--- config.mk ---
export PLATFORM = sky130hd
export DESIGN_NAME = combination_pair_enumerator_core
export DESIGN_NICKNAME = d
export VERILOG_FILES = /design/src/hdl/cpe_pkg.sv /design/src/hdl/combination_pair_enumerator_core.sv /design/src/hdl/cpe_cell.sv /design/src/hdl/cpe_chain.sv
export SDC_FILE = /design/constraint.sdc
export NUM_CORES = 1
export LEC_CHECK = 0
export ABC_AREA = 1
export BUFFER_PORTS_ARGS = -buffer_cell sky130_fd_sc_hd__buf_2
export CORE_MARGIN = 2
export CORE_UTILIZATION = 28
export DETAILED_ROUTE_END_ITERATION = 12
export PLACE_DENSITY = 0.47
export SETUP_SLACK_MARGIN = 0.3
export SYNTH_ARGS = -nofsm -noshare
export SYNTH_HDL_FRONTEND = slang
export SYNTH_SLANG_ARGS = --single-unit
export TNS_END_PERCENT = 50
--- constraint.sdc ---
create_clock -name clk -period 24.8 [get_ports clk]
set_input_delay 4.96 -clock clk [delete_from_list [all_inputs] [get_ports clk]]
set_output_delay 4.96 -clock clk [all_outputs]
set_load 0.01 [all_outputs]
--- src/hdl/cpe_pkg.sv ---
// shared types and constants of the combination pair enumerator
package cpe_pkg;

	localparam int IDX_W   = 6;
	localparam int FIELD_W = 48;
	localparam int FIELD_POS = 8;
	localparam int SIZE_W  = 4;
	localparam int CNT_W   = 7;
	localparam int CFG_IDX_W  = 2;
	localparam int CFG_DATA_W = 7;

	typedef enum logic [CFG_IDX_W-1:0] {
		REG_SUBSET_SIZE  = 2'd0,
		REG_FIRST_COUNT  = 2'd1,
		REG_SECOND_COUNT = 2'd2
	} cfg_reg_t;

	typedef struct packed {
		logic load;
		logic adv;
		logic restart;
	} step_t;

endpackage

--- src/hdl/combination_pair_enumerator_core.sv ---
// top level of the combination pair enumerator
//
// Walks every pair of k-subsets (A from n1 elements, B from n2 elements) in
// nested lexicographic order, B varying fastest. Each request on the s_ side
// emits the current pair on the m_ side and advances the walk by one pair.
// s_tdata bit 0 is the restart flag: when set, both subsets go back to
// 0..k-1 before the pair is emitted. m_tlast marks the pair after which
// both subsets wrap; the next request starts the walk over.
// Configuration (subset size, both set sizes) is written on the cfg channel,
// which is always ready; the user must write it only while no request is in
// flight, which the block itself does not enforce. Latency: the result is
// valid the cycle after the request is accepted. Throughput: one pair per
// cycle while the receiver keeps up; the raise search and the refill ripple
// across the row of position cells are combinational. When the receiver
// stalls, the result holds in the output register and s_tready drops until
// it is taken. Reset puts both subsets at 0..k-1 and the config registers at 1; no clearing pass is needed.
module combination_pair_enumerator_core #(
	parameter int MAX_SUBSET = 8,
	parameter int MAX_SET    = 64
) (
	input  logic                              clk,
	input  logic                              arst_n,
	input  logic                              s_tvalid,
	output logic                              s_tready,
	input  logic [7:0]                        s_tdata,   // restart
	output logic                              m_tvalid,
	input  logic                              m_tready,
	output logic [2*cpe_pkg::FIELD_W-1:0]     m_tdata,   // first_indices, second_indices
	output logic                              m_tlast,   // last_pair
	input  logic                              cfg_valid,
	output logic                              cfg_ready,
	input  logic [cpe_pkg::CFG_IDX_W-1:0]     cfg_index,
	input  logic [cpe_pkg::CFG_DATA_W-1:0]    cfg_data
);

	localparam logic [cpe_pkg::SIZE_W-1:0] K_MAX = cpe_pkg::SIZE_W'(MAX_SUBSET);
	localparam logic [cpe_pkg::CNT_W-1:0]  N_MAX = cpe_pkg::CNT_W'(MAX_SET);

	logic [cpe_pkg::SIZE_W-1:0] subset_size_q;
	logic [cpe_pkg::CNT_W-1:0]  first_count_q;
	logic [cpe_pkg::CNT_W-1:0]  second_count_q;
	logic [cpe_pkg::SIZE_W-1:0] k;
	logic [cpe_pkg::CNT_W-1:0]  n1;
	logic [cpe_pkg::CNT_W-1:0]  n2;

	logic                          accept;
	logic                          restart;
	logic                          wrap1;
	logic                          wrap2;
	logic [cpe_pkg::FIELD_W-1:0]   first_idx;
	logic [cpe_pkg::FIELD_W-1:0]   second_idx;
	cpe_pkg::step_t                step1;
	cpe_pkg::step_t                step2;

	logic                          out_valid_q;
	logic [2*cpe_pkg::FIELD_W-1:0] out_data_q;
	logic                          out_last_q;

	// config registers
	assign cfg_ready = 1'b1;

	always_ff @(posedge clk or negedge arst_n) begin
		if (!arst_n) begin
			subset_size_q  <= cpe_pkg::SIZE_W'(1);
			first_count_q  <= cpe_pkg::CNT_W'(1);
			second_count_q <= cpe_pkg::CNT_W'(1);
		end else if (cfg_valid && cfg_ready) begin
			unique case (cfg_index)
				cpe_pkg::REG_SUBSET_SIZE: begin
					subset_size_q <= cfg_data[cpe_pkg::SIZE_W-1:0];
				end
				cpe_pkg::REG_FIRST_COUNT: begin
					first_count_q <= cfg_data;
				end
				cpe_pkg::REG_SECOND_COUNT: begin
					second_count_q <= cfg_data;
				end
				default: begin
				end
			endcase
		end
	end

	assign k  = (subset_size_q > K_MAX) ? K_MAX : subset_size_q;
	assign n1 = (first_count_q > N_MAX) ? N_MAX : first_count_q;
	assign n2 = (second_count_q > N_MAX) ? N_MAX : second_count_q;

	// request handling
	assign s_tready = !out_valid_q || m_tready;
	assign accept   = s_tvalid && s_tready;
	assign restart  = s_tdata[0];

	assign step2 = '{load: accept, adv: 1'b1, restart: restart};
	assign step1 = '{load: accept, adv: wrap2, restart: restart};

	cpe_chain #(.MAX_SUBSET(MAX_SUBSET)) u_first (
		.clk     (clk),
		.arst_n  (arst_n),
		.step    (step1),
		.k       (k),
		.n       (n1),
		.wrap    (wrap1),
		.indices (first_idx)
	);

	cpe_chain #(.MAX_SUBSET(MAX_SUBSET)) u_second (
		.clk     (clk),
		.arst_n  (arst_n),
		.step    (step2),
		.k       (k),
		.n       (n2),
		.wrap    (wrap2),
		.indices (second_idx)
	);

	// output register
	always_ff @(posedge clk or negedge arst_n) begin
		if (!arst_n) begin
			out_valid_q <= 1'b0;
		end else if (accept) begin
			out_valid_q <= 1'b1;
		end else if (m_tready) begin
			out_valid_q <= 1'b0;
		end
	end

	always_ff @(posedge clk) begin
		if (accept) begin
			out_data_q <= {second_idx, first_idx};
			out_last_q <= wrap2 && wrap1;
		end
	end

	assign m_tvalid = out_valid_q;
	assign m_tdata  = out_data_q;
	assign m_tlast  = out_last_q;

	a_result_follows: assert property (@(posedge clk) disable iff (!arst_n)
		accept |=> m_tvalid)
		else $error("accepted request produced no result");

	a_no_overwrite: assert property (@(posedge clk) disable iff (!arst_n)
		(m_tvalid && !m_tready) |=> ($stable(m_tdata) && $stable(m_tlast)))
		else $error("stalled result was overwritten");

	a_last_needs_wrap: assert property (@(posedge clk) disable iff (!arst_n)
		(accept && !wrap2) |=> !m_tlast)
		else $error("last pair flagged without second subset wrap");

	a_restart_first: assert property (@(posedge clk) disable iff (!arst_n)
		(accept && restart) |=> (m_tdata[cpe_pkg::IDX_W-1:0] == '0))
		else $error("restart did not emit the first pair");

endmodule

--- src/hdl/cpe_cell.sv ---
// one position of a sorted index list, with its raise test and refill step
module cpe_cell #(
	parameter int POS = 0
) (
	input  logic                           clk,
	input  logic                           arst_n,
	input  cpe_pkg::step_t                 step,
	input  logic                           wrap,
	input  logic [cpe_pkg::SIZE_W-1:0]     k,
	input  logic [cpe_pkg::CNT_W-1:0]      n,
	input  logic                           raise_in,
	output logic                           raise_out,
	input  logic [cpe_pkg::IDX_W-1:0]      left_next,
	output logic [cpe_pkg::IDX_W-1:0]      next_value,
	output logic [cpe_pkg::IDX_W-1:0]      cur_value
);

	localparam logic [cpe_pkg::IDX_W-1:0] POS_VAL = cpe_pkg::IDX_W'(POS);

	logic [cpe_pkg::IDX_W-1:0] value_q;
	logic                      in_use;
	logic                      can_raise;

	assign cur_value = step.restart ? POS_VAL : value_q;
	assign in_use    = 8'(POS) < 8'(k);
	// a < n - k + pos, kept unsigned
	assign can_raise = in_use && ((8'(cur_value) + 8'(k)) < (8'(n) + 8'(POS)));
	assign raise_out = raise_in | can_raise;

	always_comb begin
		priority if (!in_use) begin
			next_value = cur_value;
		end else if (wrap) begin
			next_value = POS_VAL;
		end else if (raise_in) begin
			next_value = cur_value;
		end else if (can_raise) begin
			next_value = cur_value + 1'b1;
		end else begin
			next_value = left_next + 1'b1;
		end
	end

	always_ff @(posedge clk or negedge arst_n) begin
		if (!arst_n) begin
			value_q <= POS_VAL;
		end else if (step.load) begin
			value_q <= step.adv ? next_value : cur_value;
		end
	end

endmodule

--- src/hdl/cpe_chain.sv ---
// row of position cells holding one subset, with packing of the index list
module cpe_chain #(
	parameter int MAX_SUBSET = 8
) (
	input  logic                           clk,
	input  logic                           arst_n,
	input  cpe_pkg::step_t                 step,
	input  logic [cpe_pkg::SIZE_W-1:0]     k,
	input  logic [cpe_pkg::CNT_W-1:0]      n,
	output logic                           wrap,
	output logic [cpe_pkg::FIELD_W-1:0]    indices
);

	localparam int PACK_POS = (MAX_SUBSET < cpe_pkg::FIELD_POS) ? MAX_SUBSET
		: cpe_pkg::FIELD_POS;

	logic                      raise [MAX_SUBSET+1];
	logic [cpe_pkg::IDX_W-1:0] nxt   [MAX_SUBSET];
	logic [cpe_pkg::IDX_W-1:0] cur   [MAX_SUBSET];

	assign raise[MAX_SUBSET] = 1'b0;
	assign wrap = !raise[0];

	for (genvar i = 0; i < MAX_SUBSET; i++) begin : g_cell
		logic [cpe_pkg::IDX_W-1:0] left;
		if (i == 0) begin : g_head
			assign left = '0;
		end else begin : g_body
			assign left = nxt[i-1];
		end
		cpe_cell #(.POS(i)) u_cell (
			.clk        (clk),
			.arst_n     (arst_n),
			.step       (step),
			.wrap       (wrap),
			.k          (k),
			.n          (n),
			.raise_in   (raise[i+1]),
			.raise_out  (raise[i]),
			.left_next  (left),
			.next_value (nxt[i]),
			.cur_value  (cur[i])
		);
	end

	always_comb begin
		indices = '0;
		for (int i = 0; i < PACK_POS; i++) begin
			if (8'(i) < 8'(k)) begin
				indices[i*cpe_pkg::IDX_W +: cpe_pkg::IDX_W] = cur[i];
			end
		end
	end

endmodule

---- After elaboration in Yosys (flattened, before gate mapping) ----
Cells that the tools add are included.
storage, ports and cells
  bits in registers ....................... 212
  output and inout bits ................... 100
  input bits .............................. 22
operators by class
  magnitude comparators ................... 27
  reductions and logical operators ........ 27
  muxes and demuxes ....................... 91
  bitwise logic cells ..................... 14
  add/subtract/negate cells ............... 60
  equality and inequality tests ........... 2
operators by type and width
  cell                   number
  $mux W6                86
  $add A6 B1 Y6 const B  30
  $add A6 B4 Y7          16
  $lt A7 B8 Y1           14
  $add A7 B3 Y8 const B  8
  $add A7 B2 Y8 const B  4
  $logic_and A1 B1 Y1    18
  $add A7 B1 Y8 const B  2
  $lt A3 B4 Y1 const A   4
  $gt A7 B7 Y1 const B   2
  $lt A7 B7 Y1           2
  $mux W7                2
  $or A1 B1 Y1           14
  $lt A1 B4 Y1 const A   2
  $lt A2 B4 Y1 const A   2
  $reduce_and A2 Y1      3
  $gt A4 B4 Y1 const B   1
  $mux W4                1
  $logic_not A1 Y1       3
  $eq A2 B1 Y1 const B   1
  $eq A2 B2 Y1 const B   1
  $logic_not A2 Y1       1
  $mux W1                2
  $reduce_bool A2 Y1     1
  $logic_or A1 B1 Y1     1

---- Depth between registers and ports, before layout ----
  depth after elaboration ................. 49
  mapped depth ............................ 79
  gate-level depth less buffers ........... 74

---- Hierarchy ----
A second synthesis with hierarchy kept.
second synthesis, totals
  cells, all modules ...................... 3419
  area total of the unflattened synthesis .. 22655.5 um^2
modules (own cells, without submodules)
  module                                   area an instance (um^2)  instances  cells each
  combination_pair_enumerator_core         3872.5                   1          219
  cpe_cell (u_first.g_cell[3].u_cell ...)  1161.1                   2          190
  cpe_cell (u_first.g_cell[4].u_cell ...)  1119.8                   2          184
  cpe_cell (u_first.g_cell[1].u_cell ...)  1104.8                   2          190
  cpe_cell (u_second.g_cell[5].u_cell)     1132.3                   1          189
  cpe_cell (u_first.g_cell[5].u_cell)      1119.8                   1          188
  cpe_cell (u_second.g_cell[7].u_cell)     1114.8                   1          181
  cpe_cell (u_first.g_cell[6].u_cell)      1113.6                   1          186
  cpe_cell (u_first.g_cell[2].u_cell)      1111.1                   1          191
  cpe_cell (u_first.g_cell[7].u_cell)      1111.1                   1          184
  cpe_cell (u_second.g_cell[2].u_cell)     1107.3                   1          190
  cpe_cell (u_second.g_cell[0].u_cell)     1104.8                   1          179
  cpe_cell (u_second.g_cell[6].u_cell)     1104.8                   1          183
  cpe_cell (u_first.g_cell[0].u_cell)      1026.0                   1          179
  cpe_chain                                483.0                    2          111

---- Least setup slack after synthesis ----
OpenSTA, ideal clock, no wires.
  kind .................................... input port to flip-flop
  start ................................... input port s_tdata[0]
  end ..................................... register u_second.g_cell[7].u_cell.value_q[4] in the netlist's numbering
  stages .................................. 67
  slack ................................... 10.111 ns
  required time ........................... 24.678 ns
  setup time .............................. 0.122 ns
  arrival ................................. 14.567 ns
  cells stage by stage .................... buf_6 -> clkbuf_1 -> buf_1 -> clkbuf_1 -> buf_1 -> clkbuf_1 -> buf_1 -> buf_1 -> clkbuf_1 -> nor2_1 -> inv_1 -> ha_1 -> nand2_1 -> o21ai_0 -> nand2_1 -> a21oi_1 -> a21oi_1 -> ha_1 -> [31 not listed] -> o21ai_0 -> ha_1 -> o21ai_0 -> o22ai_1 -> nand2_1 -> o21ai_0 -> ha_1 -> a21oi_1 -> o22ai_1 -> nand2_1 -> o21ai_0 -> ha_1 -> nand2_1 -> clkinv_1 -> nand3_1 -> or2_0 -> nand2_1 -> a21oi_1
RTL lines
  item                  line                                    RTL
  from (decl)           combination_pair_enumerator_core.sv:25  input logic [7:0] s_tdata,
  to (signal assigned)  cpe_cell.sv:48                          value_q <= step.adv ? next_value : cur_value;
  to (decl)             cpe_cell.sv:20                          logic [cpe_pkg::IDX_W-1:0] value_q;

==> impl_metrics.json <==
{
  "fill_cells": 8010,
  "rows": 98,
  "cts_resized": 0,
  "ant_nets": 0,
  "insertion_delay_ns": 0.58,
  "pre_cts_slack_ns": 8.82,
  "cts_buffers": 28,
  "drt_first_pass_iters": 5,
  "crit_fanout": 52,
  "ys_warn_count": 0,
  "synth.most_common_cell": "nand2_1",
  "power_frac_clock_pct": 18.6,
  "power_switching_mw": 1.18,
  "post_drt_wl_per_cell_um": 16.4,
  "cap_violations": 0,
  "wl_um": 65200,
  "seqPwrFrac_pct": 20.9,
  "p_sw_share_pct": 49.8,
  "grt_pass1_vias": 18100,
  "synth.cell_area_um2": 20400,
  "endpoint": "u_second.g_cell[7].u_cell.value_q[3]$_DFFE_PN0P_",
  "cts_hold_buf": 0,
  "final-hold-violation-count": 0,
  "critPathMaxStageDelay_ns": 0.62,
  "fin_setup_tns_ns": 0,
  "power_density_nw_per_um2": 105,
  "worstMarginPinSlew_ns": 1.03,
  "cp_slowest_cell": "buf_4",
  "async_flop_share_pct": 54.2,
  "fin_ws_ns": 9.44,
  "synth_commonest_cells": "nand2_1 (804), inv_1 (379), nor2_1 (340), ha_1 (185), a21oi_1 (180)",
  "path_common_cell": "nand2_1",
  "worst_ep_required_time_ns": 25.21,
  "die_area_um2": 75100,
  "synth_top_area_share_pct": 14.8,
  "die_h_um": 274,
  "drt_iter0_drc": 1227,
  "areaGrowthSynthToFinish_pct": 11.3,
  "cts_max_path_buffers": 3,
  "fin_total_pwr_mw": 2.38,
  "cts_root_buf": "clkbuf_16",
  "path_clk_slew_ns": 0.05,
  "synth_edf_count": 97,
  "ff2ff_path_depth": 56,
  "antenna_found_initial": 1,
  "status": "complete, no violations",
  "multi_input_area_um2": 12500,
  "skew_ns": 0.0268,
  "pin_count": 122,
  "p_leak_nw": 11.2,
  "gp_congestion": 0.857,
  "end_kind": "register",
  "r2r_slack_ns": 14.05,
  "vias": 18600,
  "r2r-end": "u_second.g_cell[7].u_cell.value_q[3]$_DFFE_PN0P_",
  "vias_per_cell": 4.68,
  "relSlewSlack_pct": 31.5,
  "final-setup-viol-count": 0,
  "rsz0062_at_grt": "false",
  "post-route-period-util_pct": 61.9,
  "fin_nets": 3220,
  "p_int_mw": 1.19,
  "post-route-util_pct": 31.6,
  "initial_core_util_pct": 28.4,
  "worstReg2RegStart": "subset_size_q[1]$_DFFE_PN0P_",
  "grt-ovfl-total": 0,
  "synth_cells": 2924,
  "post-cts-setup-buffer-count": 0,
  "arrival_ns": 15.77,
  "synth_nets": 3147,
  "cts.sinks": 212,
  "ys.flop_type": "edfxtp_1",
  "yosys.area.top_type": "nand2_1",
  "synth.distinct_cells": 71,
  "crit_path_start_kind": "input pin",
  "seq_area_um2": 5820,
  "ir_drop_mv": 0.0502,
  "grt_use_total_pct": 17.2,
  "cts_tree": "done",
  "grt_pass1_wl_um": 102000,
  "ys_ff_latch": 212,
  "die_x_um": 274,
  "diodes": 0,
  "fmax_ghz": 0.0651,
  "drc": 0,
  "critical_path_class": "input pin to register",
  "yosys-top-cells-area": "nand2_1 (15%), edfxtp_1 (14%), ha_1 (11%)",
  "io_buffers": 113,
  "core-area_um2": 71900,
  "seq_area_frac_synth_pct": 28.5,
  "worstSetupStartpoint": "s_tdata[0]",
  "min_period_ns": 15.36,
  "synth_area_per_cell_um2": 6.98,
  "hold_class": "register to register",
  "htreeDepth": 1,
  "power_frac_comb_pct": 60.6,
  "drive_above_1_share_pct": 12.3,
  "maxSlewViolCount": 0,
  "dpl.hpwl_um": 47500,
  "grt_max_degree": 160
}
==> flip-flops by register name, summed over array words and instances (netlist names) <==
signal                          flops
subset_size_q                       4
m_tdata                            96
second_count_q                      7
u_first.g_cell.u_cell.value_q      48
m_tvalid                            1
u_second.g_cell.u_cell.value_q     48
m_tlast                             1
first_count_q                       7
==> critical path, delay by kind of cell <==
kind / cells / cell delay (ns)
buf+inv: 5 / 1.84
compound gates: 24 / 3.78
simple gates: 24 / 2.69
fa+ha+maj: 8 / 2.44
==> per-stage QoR <==
stage          instance area [µm²]  hold WS (ns)  std cells
2_1_floorplan                20400         0.448       2924
3_3_place_gp                 21700         0.455       3917
3_5_place_dp                 21700         0.457       3917
4_1_cts                      22700         0.468       3969
5_1_grt                      22700         0.476       3969
6_report                     22700         0.467       3969
==> kinds of logic (layout without fill, tap and decap cells) <==
| kind of cell | Yosys count | count (layout) | synth area share, % |
|---|---|---|---|
| adders and majority gates | 201 | 201 | 12.9 |
| and+or+nand+nor | 1459 | 1459 | 31.2 |
| buffers and inverters | 485 | 580 | 10.2 |
| DFF | 212 | 212 | 28.5 |
| xor gates and xnor gates | 96 | 96 | 4.12 |
| AOI/OAI and AO/OA | 470 | 470 | 13.1 |
| other | 1 | 1 | 0.0184 |
==> power by group through the flow <==
stage / Combinational [mW] / Clock [mW] / Sequential (mW)
floorplan: 1.12 / 0 / 0.502
global placement: 1.44 / 0 / 0.501
detailed placement: 1.44 / 0 / 0.502
CTS: 1.45 / 0.453 / 0.496
global route: 1.66 / 0.468 / 0.505
finish: 1.44 / 0.442 / 0.496
==> per-layer routing <==
| layer | global-route usage [%] | vias to the layer above | wire length, µm |
|---|---|---|---|
| li1 | - | 9607 | - |
| met5 | 0 | - | 11 |
| met3 | 1.82 | 76 | 2230 |
| met1 | 22.2 | 8586 | 29700 |
| met2 | 30.8 | 304 | 32100 |
| met4 | 3.65 | 2 | 1110 |
==> worst min-delay path by stage <==
stage / startpoint / end / slack, ns / cells past startpoint
5_1_grt: u_first.g_cell[3].u_cell.value_q[1]$_DFFE_PN1P_ / u_first.g_cell[3].u_cell.value_q[1]$_DFFE_PN1P_ / 0.48 / 2
2_1_floorplan: u_first.g_cell[2].u_cell.value_q[1]$_DFFE_PN1P_ / u_first.g_cell[2].u_cell.value_q[1]$_DFFE_PN1P_ / 0.45 / 2
3_5_place_dp: u_first.g_cell[6].u_cell.value_q[1]$_DFFE_PN1P_ / u_first.g_cell[6].u_cell.value_q[1]$_DFFE_PN1P_ / 0.46 / 2
6_report: u_second.g_cell[5].u_cell.value_q[0]$_DFFE_PN1P_ / u_second.g_cell[5].u_cell.value_q[0]$_DFFE_PN1P_ / 0.47 / 2
3_3_place_gp: u_first.g_cell[7].u_cell.value_q[0]$_DFFE_PN1P_ / u_first.g_cell[7].u_cell.value_q[0]$_DFFE_PN1P_ / 0.46 / 2
4_1_cts: u_first.g_cell[3].u_cell.value_q[1]$_DFFE_PN1P_ / u_first.g_cell[3].u_cell.value_q[1]$_DFFE_PN1P_ / 0.47 / 2
==> cell usage in the layout, fill, tap and decap left out, types with 18 or more instances in the layout <==
cell,n
inv_1,379
xor2_1,69
nor2_1,338
nand3_2,30
ha_1,185
buf_2,111
nand2_1,804
nand3_1,153
dfstp_2,27
edfxtp_1,97
dfrtp_1,88
o21ai_1,18
xnor2_1,27
o21ai_0,167
o211ai_1,20
nand2_2,53
clkbuf_16,29
a21oi_1,180
==> cell type report <==
type                    count  area share [%]
flip-flops and latches    212            25.6
repair buffers            128            3.02
clock buffers              34            3.32
inverters                 400            6.66
well taps                 950            5.23
multi-input cells        2227            55.1
clock inverters            18           0.997
Power figures use the tool's default switching activity.
